===== config.mk =====
export PLATFORM = sky130hd
export DESIGN_NAME = lpm_route_table
export DESIGN_NICKNAME = d
export VERILOG_FILES = /design/src/design/lrt_pkg.sv /design/src/design/lrt_front.sv /design/src/design/lrt_back.sv /design/src/design/lpm_route_table.sv
export SDC_FILE = /design/constraint.sdc
export NUM_CORES = 2
export LEC_CHECK = 0
export BUFFER_PORTS_ARGS = -buffer_cell sky130_fd_sc_hd__buf_2
export CAP_MARGIN = 10
export CORE_ASPECT_RATIO = 2
export CORE_MARGIN = 4
export CORE_UTILIZATION = 57
export DETAILED_ROUTE_END_ITERATION = 10
export HOLD_SLACK_MARGIN = 0.08
export PLACE_DENSITY = 0.76
export SLEW_MARGIN = 20
export SYNTH_ARGS = -nofsm -noshare
export SYNTH_HDL_FRONTEND = slang
export SYNTH_SLANG_ARGS = --single-unit

===== constraint.sdc =====
create_clock -name clk -period 12.17 [get_ports clk]
set_input_delay 1.8255 -clock clk [delete_from_list [all_inputs] [get_ports clk]]
set_output_delay 1.8255 -clock clk [all_outputs]
set_load 0.03 [all_outputs]

===== src/design/lrt_pkg.sv =====
// Shared types, codes and constants for the route table.
package lrt_pkg;

	localparam int DEF_TABLE_ENTRIES = 32;
	localparam int PORT_COUNT = 16;

	localparam logic OP_LOOKUP = 1'b0;
	localparam logic OP_INSERT = 1'b1;

	localparam logic [1:0] ST_OK = 2'd0;
	localparam logic [1:0] ST_NOROUTE = 2'd1;
	localparam logic [1:0] ST_CONFLICT = 2'd2;
	localparam logic [1:0] ST_FULL = 2'd3;

	localparam logic [1:0] KIND_LOOKUP = 2'd0;
	localparam logic [1:0] KIND_INSERT = 2'd1;
	localparam logic [1:0] KIND_BADPORT = 2'd2;

	typedef struct packed {
		logic [1:0] kind;
		logic [31:0] address;
		logic [31:0] net_mask;
		logic [31:0] gateway;
		logic [3:0] port_id;
		logic direct_route;
	} cmd_t;

	typedef struct packed {
		logic valid;
		cmd_t cmd;
	} q_head_t;

	typedef struct packed {
		logic [31:0] dest;
		logic [31:0] mask;
		logic [31:0] hop;
		logic [3:0] port;
		logic direct;
	} slot_t;

endpackage


===== src/design/lrt_front.sv =====
// Command intake: classifies each word and holds it in a two-entry queue.
module lrt_front (
	input logic clk,
	input logic arst_n,
	input logic start,
	output logic busy,
	input logic opcode,
	input logic [31:0] address,
	input logic [31:0] net_mask,
	input logic [31:0] gateway,
	input logic [3:0] port_id,
	input logic direct_route,
	output lrt_pkg::q_head_t head,
	input logic pop
);
	import lrt_pkg::*;

	localparam int QDEPTH = 2;

	cmd_t ent_q [QDEPTH];
	logic [1:0] cnt_q;
	cmd_t new_cmd;
	logic push;
	logic wr_sel;

	always_comb begin
		new_cmd.address = address;
		new_cmd.net_mask = net_mask;
		new_cmd.gateway = gateway;
		new_cmd.port_id = port_id;
		new_cmd.direct_route = direct_route;
		if (opcode == OP_INSERT) begin
			new_cmd.kind = (32'(port_id) >= PORT_COUNT) ? KIND_BADPORT : KIND_INSERT;
		end else begin
			new_cmd.kind = KIND_LOOKUP;
		end
	end

	assign busy = (cnt_q == 2'(QDEPTH));
	assign push = start && !busy;
	assign wr_sel = (cnt_q != 2'd0) && !pop;
	assign head.valid = (cnt_q != 2'd0);
	assign head.cmd = ent_q[0];

	always_ff @(posedge clk or negedge arst_n) begin
		if (!arst_n) begin
			cnt_q <= 2'd0;
		end else begin
			cnt_q <= cnt_q + 2'(push) - 2'(pop);
		end
	end

	always_ff @(posedge clk) begin
		if (push && !wr_sel) begin
			ent_q[0] <= new_cmd;
		end else if (pop) begin
			ent_q[0] <= ent_q[1];
		end
		if (push && wr_sel) begin
			ent_q[1] <= new_cmd;
		end
	end

endmodule


===== src/design/lrt_back.sv =====
// Execution engine: scans the route memory for lookups and inserts.
module lrt_back #(
	parameter int TABLE_ENTRIES = lrt_pkg::DEF_TABLE_ENTRIES
) (
	input logic clk,
	input logic arst_n,
	input lrt_pkg::q_head_t head,
	output logic pop,
	output logic done,
	output logic [1:0] status,
	output logic [3:0] out_port,
	output logic [31:0] out_hop
);
	import lrt_pkg::*;

	localparam int IDX_W = (TABLE_ENTRIES > 1) ? $clog2(TABLE_ENTRIES) : 1;
	localparam int CNT_W = $clog2(TABLE_ENTRIES + 1);

	localparam logic [1:0] S_IDLE = 2'd0;
	localparam logic [1:0] S_SCAN = 2'd1;
	localparam logic [1:0] S_DRAIN = 2'd2;
	localparam logic [1:0] S_FINISH = 2'd3;

	slot_t mem_q [TABLE_ENTRIES];
	slot_t rd_data_s1;
	logic rd_vld_s1;

	logic [1:0] state_q;
	logic [CNT_W-1:0] fill_q;
	logic [CNT_W-1:0] scan_q;
	logic found_q;
	logic conflict_q;
	logic done_q;
	cmd_t cmd_q;
	logic [31:0] best_mask_q;
	logic [31:0] best_hop_q;
	logic [3:0] best_port_q;
	logic best_direct_q;

	logic hit;
	logic better;
	logic same;
	logic full;
	logic do_write;
	logic [CNT_W-1:0] scan_next;
	slot_t wr_slot;

	assign pop = (state_q == S_IDLE) && head.valid;
	assign hit = (((cmd_q.address ^ rd_data_s1.dest) & rd_data_s1.mask) == 32'd0);
	assign better = hit && (!found_q || (rd_data_s1.mask > best_mask_q));
	assign same = (rd_data_s1.port == cmd_q.port_id) && (rd_data_s1.dest == cmd_q.address)
		&& (rd_data_s1.mask == cmd_q.net_mask);
	assign full = (fill_q >= CNT_W'(TABLE_ENTRIES));
	assign do_write = (state_q == S_FINISH) && (cmd_q.kind == KIND_INSERT) && !conflict_q
		&& !full;
	assign scan_next = scan_q + CNT_W'(1);
	assign done = done_q;

	always_comb begin
		wr_slot.dest = cmd_q.address;
		wr_slot.mask = cmd_q.net_mask;
		wr_slot.hop = cmd_q.direct_route ? 32'd0 : cmd_q.gateway;
		wr_slot.port = cmd_q.port_id;
		wr_slot.direct = cmd_q.direct_route;
	end

	always_ff @(posedge clk or negedge arst_n) begin
		if (!arst_n) begin
			state_q <= S_IDLE;
			fill_q <= '0;
			scan_q <= '0;
			found_q <= 1'b0;
			conflict_q <= 1'b0;
			rd_vld_s1 <= 1'b0;
			done_q <= 1'b0;
		end else begin
			rd_vld_s1 <= (state_q == S_SCAN);
			done_q <= (state_q == S_FINISH);
			if (rd_vld_s1) begin
				if (cmd_q.kind == KIND_LOOKUP && better) begin
					found_q <= 1'b1;
				end
				if (cmd_q.kind == KIND_INSERT && same) begin
					conflict_q <= 1'b1;
				end
			end
			unique case (state_q)
				S_IDLE: begin
					if (head.valid) begin
						scan_q <= '0;
						found_q <= 1'b0;
						conflict_q <= 1'b0;
						if (fill_q == '0 || head.cmd.kind == KIND_BADPORT) begin
							state_q <= S_FINISH;
						end else begin
							state_q <= S_SCAN;
						end
					end
				end
				S_SCAN: begin
					scan_q <= scan_next;
					if (scan_next == fill_q) begin
						state_q <= S_DRAIN;
					end
				end
				S_DRAIN: begin
					state_q <= S_FINISH;
				end
				S_FINISH: begin
					if (do_write) begin
						fill_q <= fill_q + CNT_W'(1);
					end
					state_q <= S_IDLE;
				end
				default: begin
					state_q <= S_IDLE;
				end
			endcase
		end
	end

	always_ff @(posedge clk) begin
		if (state_q == S_IDLE && head.valid) begin
			cmd_q <= head.cmd;
		end
		if (rd_vld_s1 && better) begin
			best_mask_q <= rd_data_s1.mask;
			best_hop_q <= rd_data_s1.hop;
			best_port_q <= rd_data_s1.port;
			best_direct_q <= rd_data_s1.direct;
		end
		if (state_q == S_FINISH) begin
			status <= ST_NOROUTE;
			out_port <= 4'd0;
			out_hop <= 32'd0;
			case (cmd_q.kind)
				KIND_LOOKUP: begin
					if (found_q) begin
						status <= ST_OK;
						out_port <= best_port_q;
						out_hop <= best_direct_q ? cmd_q.address : best_hop_q;
					end
				end
				KIND_INSERT: begin
					if (conflict_q) begin
						status <= ST_CONFLICT;
					end else if (full) begin
						status <= ST_FULL;
					end else begin
						status <= ST_OK;
					end
				end
				default: begin
					status <= ST_NOROUTE;
				end
			endcase
		end
	end

	always_ff @(posedge clk) begin
		if (state_q == S_SCAN) begin
			rd_data_s1 <= mem_q[scan_q[IDX_W-1:0]];
		end
		if (do_write) begin
			mem_q[fill_q[IDX_W-1:0]] <= wr_slot;
		end
	end

endmodule


===== src/design/lpm_route_table.sv =====
// Route table top level: longest-prefix-match lookup and route insert.
// A word passes through scan, drain and finish before done; an empty table or a bad port
// skips the scan and drain. The back end reads the route memory one entry per cycle and
// finishes one word before it takes the next; the front queue takes up to two more words meanwhile.
// Reset empties the table and the queue; done, once raised, lasts one cycle.
module lpm_route_table #(
	parameter int TABLE_ENTRIES = lrt_pkg::DEF_TABLE_ENTRIES
) (
	input logic clk,
	input logic arst_n,
	input logic start,
	output logic busy,
	input logic opcode,
	input logic [31:0] address,
	input logic [31:0] net_mask,
	input logic [31:0] gateway,
	input logic [3:0] port_id,
	input logic direct_route,
	output logic done,
	output logic [1:0] status,
	output logic [3:0] out_port,
	output logic [31:0] out_hop
);
	import lrt_pkg::*;

	q_head_t head;
	logic pop;

	lrt_front u_front (
		.clk(clk),
		.arst_n(arst_n),
		.start(start),
		.busy(busy),
		.opcode(opcode),
		.address(address),
		.net_mask(net_mask),
		.gateway(gateway),
		.port_id(port_id),
		.direct_route(direct_route),
		.head(head),
		.pop(pop)
	);

	lrt_back #(
		.TABLE_ENTRIES(TABLE_ENTRIES)
	) u_back (
		.clk(clk),
		.arst_n(arst_n),
		.head(head),
		.pop(pop),
		.done(done),
		.status(status),
		.out_port(out_port),
		.out_hop(out_hop)
	);

endmodule


After elaboration in Yosys (flattened, before gate mapping)
Memories as Yosys holds them, arrays and structs flattened. A register that Yosys moved wholly into a read port is not among the register bits.
Index checks and enable logic that the tools add are counted.
- flip-flop bits (word level): 230
- memories: 2
- output and inout port bits: 40
- bits in latches: 0
- input port bits: 105
- bits in read-only memories: 0
- logic and storage cells: 111
- memory bits (writable): 3438
- magnitude comparators: 2
- divide/modulo/power cells: 0
- shift operators: 0
- muxes and demuxes: 34
- $mul: 0
- bitwise logic cells: 3
- reduce and logical (&&, ||, !) cells: 33
- $add $sub $neg: 4
- eq/ne operators: 12
- memories (name ; words ; width ; rd ports ; clocked after memory_dff ; write ports ; RTL line ; RTL):
    u_back.mem_q ; 32 ; 101 ; 1 ; 1 ; 1 ; lrt_back.sv:24 ; slot_t mem_q [TABLE_ENTRIES];
    u_front.ent_q ; 2 ; 103 ; 2 ; 0 ; 1 ; lrt_front.sv:20 ; cmd_t ent_q [QDEPTH];
- operator list (kind ; count):
    $mux W103 ; 2
    $reduce_or A103 Y1 ; 1
    $eq A32 B32 Y1 ; 2
    $mux W32 ; 2
    $and A32 B32 Y32 ; 1
    $gt A32 B32 Y1 ; 1
    $logic_not A32 Y1 ; 1
    $xor A32 B32 Y32 ; 1
    $mux W1 ; 21
    $logic_and A1 B1 Y1 ; 14
    $add A6 B1 Y6 const B ; 2
    $pmux W6 S2 ; 1
    $mux W2 ; 5
    $eq A2 B2 Y1 const B ; 4
    $pmux W2 S4 ; 1
    $reduce_and A2 Y1 ; 4
    $eq A6 B6 Y1 ; 1
    $ge A6 B6 Y1 const B ; 1
    $logic_not A1 Y1 ; 6
    $logic_not A6 Y1 ; 1
    $mux W6 ; 1
    $eq A2 B1 Y1 const B ; 2
    $eq A4 B4 Y1 ; 1
    $logic_not A2 Y1 ; 2
    8 further kinds ; 10

Depth between registers and ports, before layout
- word-level depth: 10
- gate-level depth with buffers: 10
- gate-level depth less buffers: 8

Cells and area by module
Synthesis repeated with hierarchy kept, for this count alone.
- cells, all modules: 5819
- area total of the unflattened synthesis: 143540.2 um^2
- by module, submodules not included (module ; area an instance (um^2) ; times used ; cells each ; seq. area each (um^2)):
    lrt_back ; 134935.7 ; 1 ; 5384 ; 106842.5
    lrt_front ; 8604.5 ; 1 ; 435 ; 6175.9

Least setup slack after synthesis
No wires, ideal clock.
- path kind: register to register
- from: register u_back.cmd_q[81] (netlist name)
- to: register u_back.best_direct_q, enable pin
- arrival time: 12.518 ns
- library setup time: 0.863 ns
- stages on the path, launching flop included: 6
- required time: 11.307 ns
- clock period less this slack: 13.381 ns
- path slack: -1.211 ns
- path buffers: 0
- path through: edfxtp_1 -> xor2_1 -> a22oi_1 -> nand4_1 -> or4_1 -> a2111oi_0
- cells in the longest elaborated chain, start to end: 5
- ends and longest elaborated chain (what ; RTL line ; RTL):
    from (decl) ; lrt_back.sv:34 ; cmd_t cmd_q;
    from (signal assigned) ; lrt_back.sv:124 ; cmd_q <= head.cmd;
    $xor A32 B32 Y32 ; lrt_back.sv:49 ; assign hit = (((cmd_q.address ^ rd_data_s1.dest) & rd_data_s1.mask) == 32'd0);
    $and A32 B32 Y32 ; lrt_back.sv:49 ;
    $logic_not A32 Y1 ; lrt_back.sv:49 ;
    $logic_and A1 B1 Y1 ; lrt_back.sv:50 ; assign better = hit && (!found_q || (rd_data_s1.mask > best_mask_q));
    $logic_and A1 B1 Y1 ; lrt_back.sv:126 ; if (rd_vld_s1 && better) begin
    to (signal assigned) ; lrt_back.sv:130 ; best_direct_q <= rd_data_s1.direct;
    to (decl) ; lrt_back.sv:38 ; logic best_direct_q;
No other way between the ends.
A chain may end at the register's enable or synchronous reset.

Worst setup path in the final report
- from: register u_back.state_q[0]
- to: memory u_back.mem_q[24][34] (netlist name), enable pin
- cells in the longest elaborated chain, start to end: 6
- ends and longest elaborated chain (what ; RTL line ; RTL):
    from (decl) ; lrt_back.sv:28 ; logic [1:0] state_q;
    from (signal assigned) ; lrt_back.sv:69 ; state_q <= S_IDLE;
    from (signal assigned) ; lrt_back.sv:94 ; state_q <= S_FINISH;
    from (signal assigned) ; lrt_back.sv:96 ; state_q <= S_SCAN;
    $eq A2 B2 Y1 ; lrt_back.sv:54 ; assign do_write = (state_q == S_FINISH) && (cmd_q.kind == KIND_INSERT) && !conflict_q
    $logic_and A1 B1 Y1 (2 in series) ; lrt_back.sv:54 ;
    $logic_and A1 B1 Y1 ; lrt_back.sv:55 ; && !full;
    $mux W1 ; lrt_back.sv:164 ; if (do_write) begin
    $mux W1 (not written as such) ; lrt_back.sv:165 ; mem_q[fill_q[IDX_W-1:0]] <= wr_slot;
    to (decl) ; lrt_back.sv:24 ;
No other way between the ends.

==> impl_metrics.toml <==
[sta]
hold_slack_ps = 416
rsz0062_at_grt = "false"
fin_crit_sh_pct = 43.4
timing.slew.headroom_pct = 19.5
finalHoldViolations = 0
fmax_ghz = 0.189
tns_ps = 0
drv_slew = 0
post-route-min-period_ps = 5280
tightest_slew_ps = 1200
finalSetupViolations = 0
fin_skew_ps = 54.6

[flow_run]
maxCapViolations = 0

[setup_path]
crit_family = "simple AND/OR/NAND/NOR gates"
critPathBufInv = 2
cp_cell_sequence = "ha_2, nand2_1, nor3_1, nand2_1, nor2_4, buf_4, buf_4"
cp.required_ps = 12660
criticalPathCategory = "reg -> reg"
critPathArrivalTime_ps = 5770
reg2reg_slack_ps = 6890
cp_slowest_stage_delay_ps = 910
rr_startpoint = "u_back.state_q[0]$_DFFE_PN0P_"
cp-end-kind = "register"
critPathLaunchType = "register"
reg2reg_depth = 7
critical_path.slowest_cell = "buf_4"
cp_max_fo = 46
r2r-end = "u_back.mem_q[24][34]$_DFFE_PP_"

[final_layout]
areaGrowthSynthToFinish_pct = 11.0
fin_area_um2 = 159000
nets = 6725
final_layout_size_suffix_gt1_share_pct = 28.2
utilization_pct = 63.5

[global_routing]
track_usage_pct = 29.0
grt_max_degree = 135
overflow = 0
grt_pass1_wl_mm = 530
grt_pass1_vias = 70400
antenna_found_initial = 5

[clocking]
hold_buffers = 0
clockRootBuffer = "clkbuf_16"
cts_tree = "yes"
cts_htree_levels = 5
cts_resized = 0
cts_sinks = 3766
clk_pin_slew_worst_paths_ps = 60
clock_path_buffers = 4
cts_buffers = 312
clk_latency_ps = 900
post-cts-setup-buffer-count = 0

[logic_synthesis]
syn_area_um2 = 143000
syn_inst = 6200
yosys_warnings = 0
synth-async-reset-ratio_pct = 0.531
yosysSeqAreaShare_pct = 78.8
synth_top_area_share_pct = 78.5
ys_top_cells_by_count = "3746 x edfxtp_1, 823 x mux4_2, 239 x mux2i_1"
synthFlopType = "edfxtp_1"
synth_area_leader_cell = "edfxtp_1"
synth_area_leaders = "edfxtp_1 78%, mux4_2 13%, mux2_2 1.8%"
post-synth-top-count-cell = "edfxtp_1"
synth_edf_count = 3746
synth_cell_types = 51
ys_ff_latch = 3766
syn_area_per_cell_um2 = 23.1
synth_nets = 6348

[drt]
drc_errors = 5
detail_route.wl_per_cell_um = 37.3
first_pass_iters = 11
wl_mm = 376
drtAntennaViolNets = 0
viasPerCell = 6.89
dr_total_vias = 69500
drt_iter0_markers = 10800

[die]
die-area_um2 = 260000
row_count = 260
core-area_um2 = 250000
die_w_um = 363
fp.dieH_um = 717
num_io_pins = 145
start_util_pct = 57.2

[pwr]
power_density_nw_per_um2 = 225
p_leak_nw = 49.4
total_power_mw = 35.8
ir_worst_vdd_mv = 0.185

[worst_hold_path]
min-delay-path-class = "reg -> reg"
hold_depth = 0
min_to = "u_back.cmd_q[48]$_DFFE_PP_"
min_from = "u_front.ent_q[0][48]$_DFFE_PP_"

[outcome]
violations = "DRC"
status = "finished with violations"

[place]
place.gp.congestion = 0.911
placed_area_um2 = 149000
hpwl_mm = 198
io_buffers = 144
metrics by stage:
| stage | std cells | setup WS, ps |
|---|---|---|
| final | 10100 | 6890 |
| after global routing | 10100 | 6790 |
| after CTS | 10100 | 6980 |
| after detailed placement | 9525 | 6960 |
| after global placement | 9523 | 7000 |
| after floorplan | 6200 | 2180 |
where the power goes:
group          switching (mW)  internal (mW)
Sequential              0.814           16.6
Clock                    4.56           5.54
Combinational            5.08           3.23
layer usage:
layer | vias to the layer above | global-route usage, % | wire [um]
li1 | 26900 | - | -
met1 | 36500 | 36.5 | 124000
met2 | 4998 | 49.2 | 191000
met3 | 1040 | 4.86 | 37200
met4 | 0 | 14.6 | 23400
met5 | - | 0 | 0
registers in the layout, indices dropped and copies added (netlist names):
signal and flops:
u_back.out_port 4, u_back.mem_q 3232, u_back.cmd_q 102, u_back.best_hop_q 32, u_back.scan_q 6, u_back.rd_data_s1 101, u_back.best_direct_q 1, u_back.found_q 1
u_back.conflict_q 1, u_front.cnt_q 2, u_back.status 2, u_back.fill_q 6, u_back.rd_vld_s1 1, u_back.done 1, u_front.ent_q 204, u_back.best_mask_q 32
u_back.best_port_q 4, u_back.out_hop 32, u_back.state_q 2
placed cells by master (no fill, tap or decap), drive strengths merged, types with 7 or more instances in the layout:
cell type | netlist | final
o22ai | 67 | 67
inv | 51 | 63
nand3 | 13 | 13
o31ai | 7 | 7
buf | 165 | 372
bufinv | 0 | 32
o221ai | 97 | 97
mux2i | 239 | 239
mux4 | 823 | 823
edfxtp | 3746 | 3746
nand2 | 66 | 66
nor2b | 122 | 122
a21boi | 7 | 7
mux2 | 223 | 223
nor2 | 75 | 75
o21ai | 64 | 64
dfrtp | 20 | 20
a22oi | 14 | 14
xor2 | 56 | 56
ha | 43 | 43
xnor2 | 21 | 21
nand4 | 21 | 21
and2 | 7 | 7
o311ai | 19 | 19
nor4 | 16 | 16
clkbuf | 145 | 376
clkinvlp | 0 | 14
clkinv | 0 | 112
a21oi | 24 | 24
cells by family (layout without fill, tap and decap cells):
family                   after synthesis  after routing  synth area share (%)
AO/OA/AOI/OAI                        324            324                  1.60
AND/OR/NAND/NOR                      344            344                  1.25
flip-flops                          3766           3766                  78.8
other                                  0              4                     0
adder cells (fa/ha/maj)               43             43                 0.375
XOR/XNOR                              77             77                 0.470
buffers and inverters                361            969                  1.15
multiplexers                        1285           1285                  16.3
cell type report:
type / instances / area (um^2)
Sequential cell: 3766 / 113000
Fill cell: 15900 / 91300
Multi-Input combinational cell: 2073 / 29100
Clock buffer: 375 / 8240
Tap cell: 3275 / 4100
Timing Repair Buffer: 373 / 2740
Clock inverter: 170 / 1760
Inverter: 51 / 196
Antenna cell: 4 / 10.0
worst max-delay path by stage:
stage,startpoint,end,depth (start not counted)
floorplan,u_back.cmd_q[81]$_DFFE_PP_,u_back.best_direct_q$_DFFE_PP_,5
global placement,u_back.state_q[0]$_DFFE_PN0P_,u_back.mem_q[25][34]$_DFFE_PP_,7
detailed placement,u_back.state_q[0]$_DFFE_PN0P_,u_back.mem_q[24][34]$_DFFE_PP_,7
CTS,u_back.state_q[0]$_DFFE_PN0P_,u_back.mem_q[24][93]$_DFFE_PP_,7
global route,u_back.state_q[0]$_DFFE_PN0P_,u_back.mem_q[24][38]$_DFFE_PP_,7
finish,u_back.state_q[0]$_DFFE_PN0P_,u_back.mem_q[24][34]$_DFFE_PP_,7
Power figures use the tool's default switching activity.
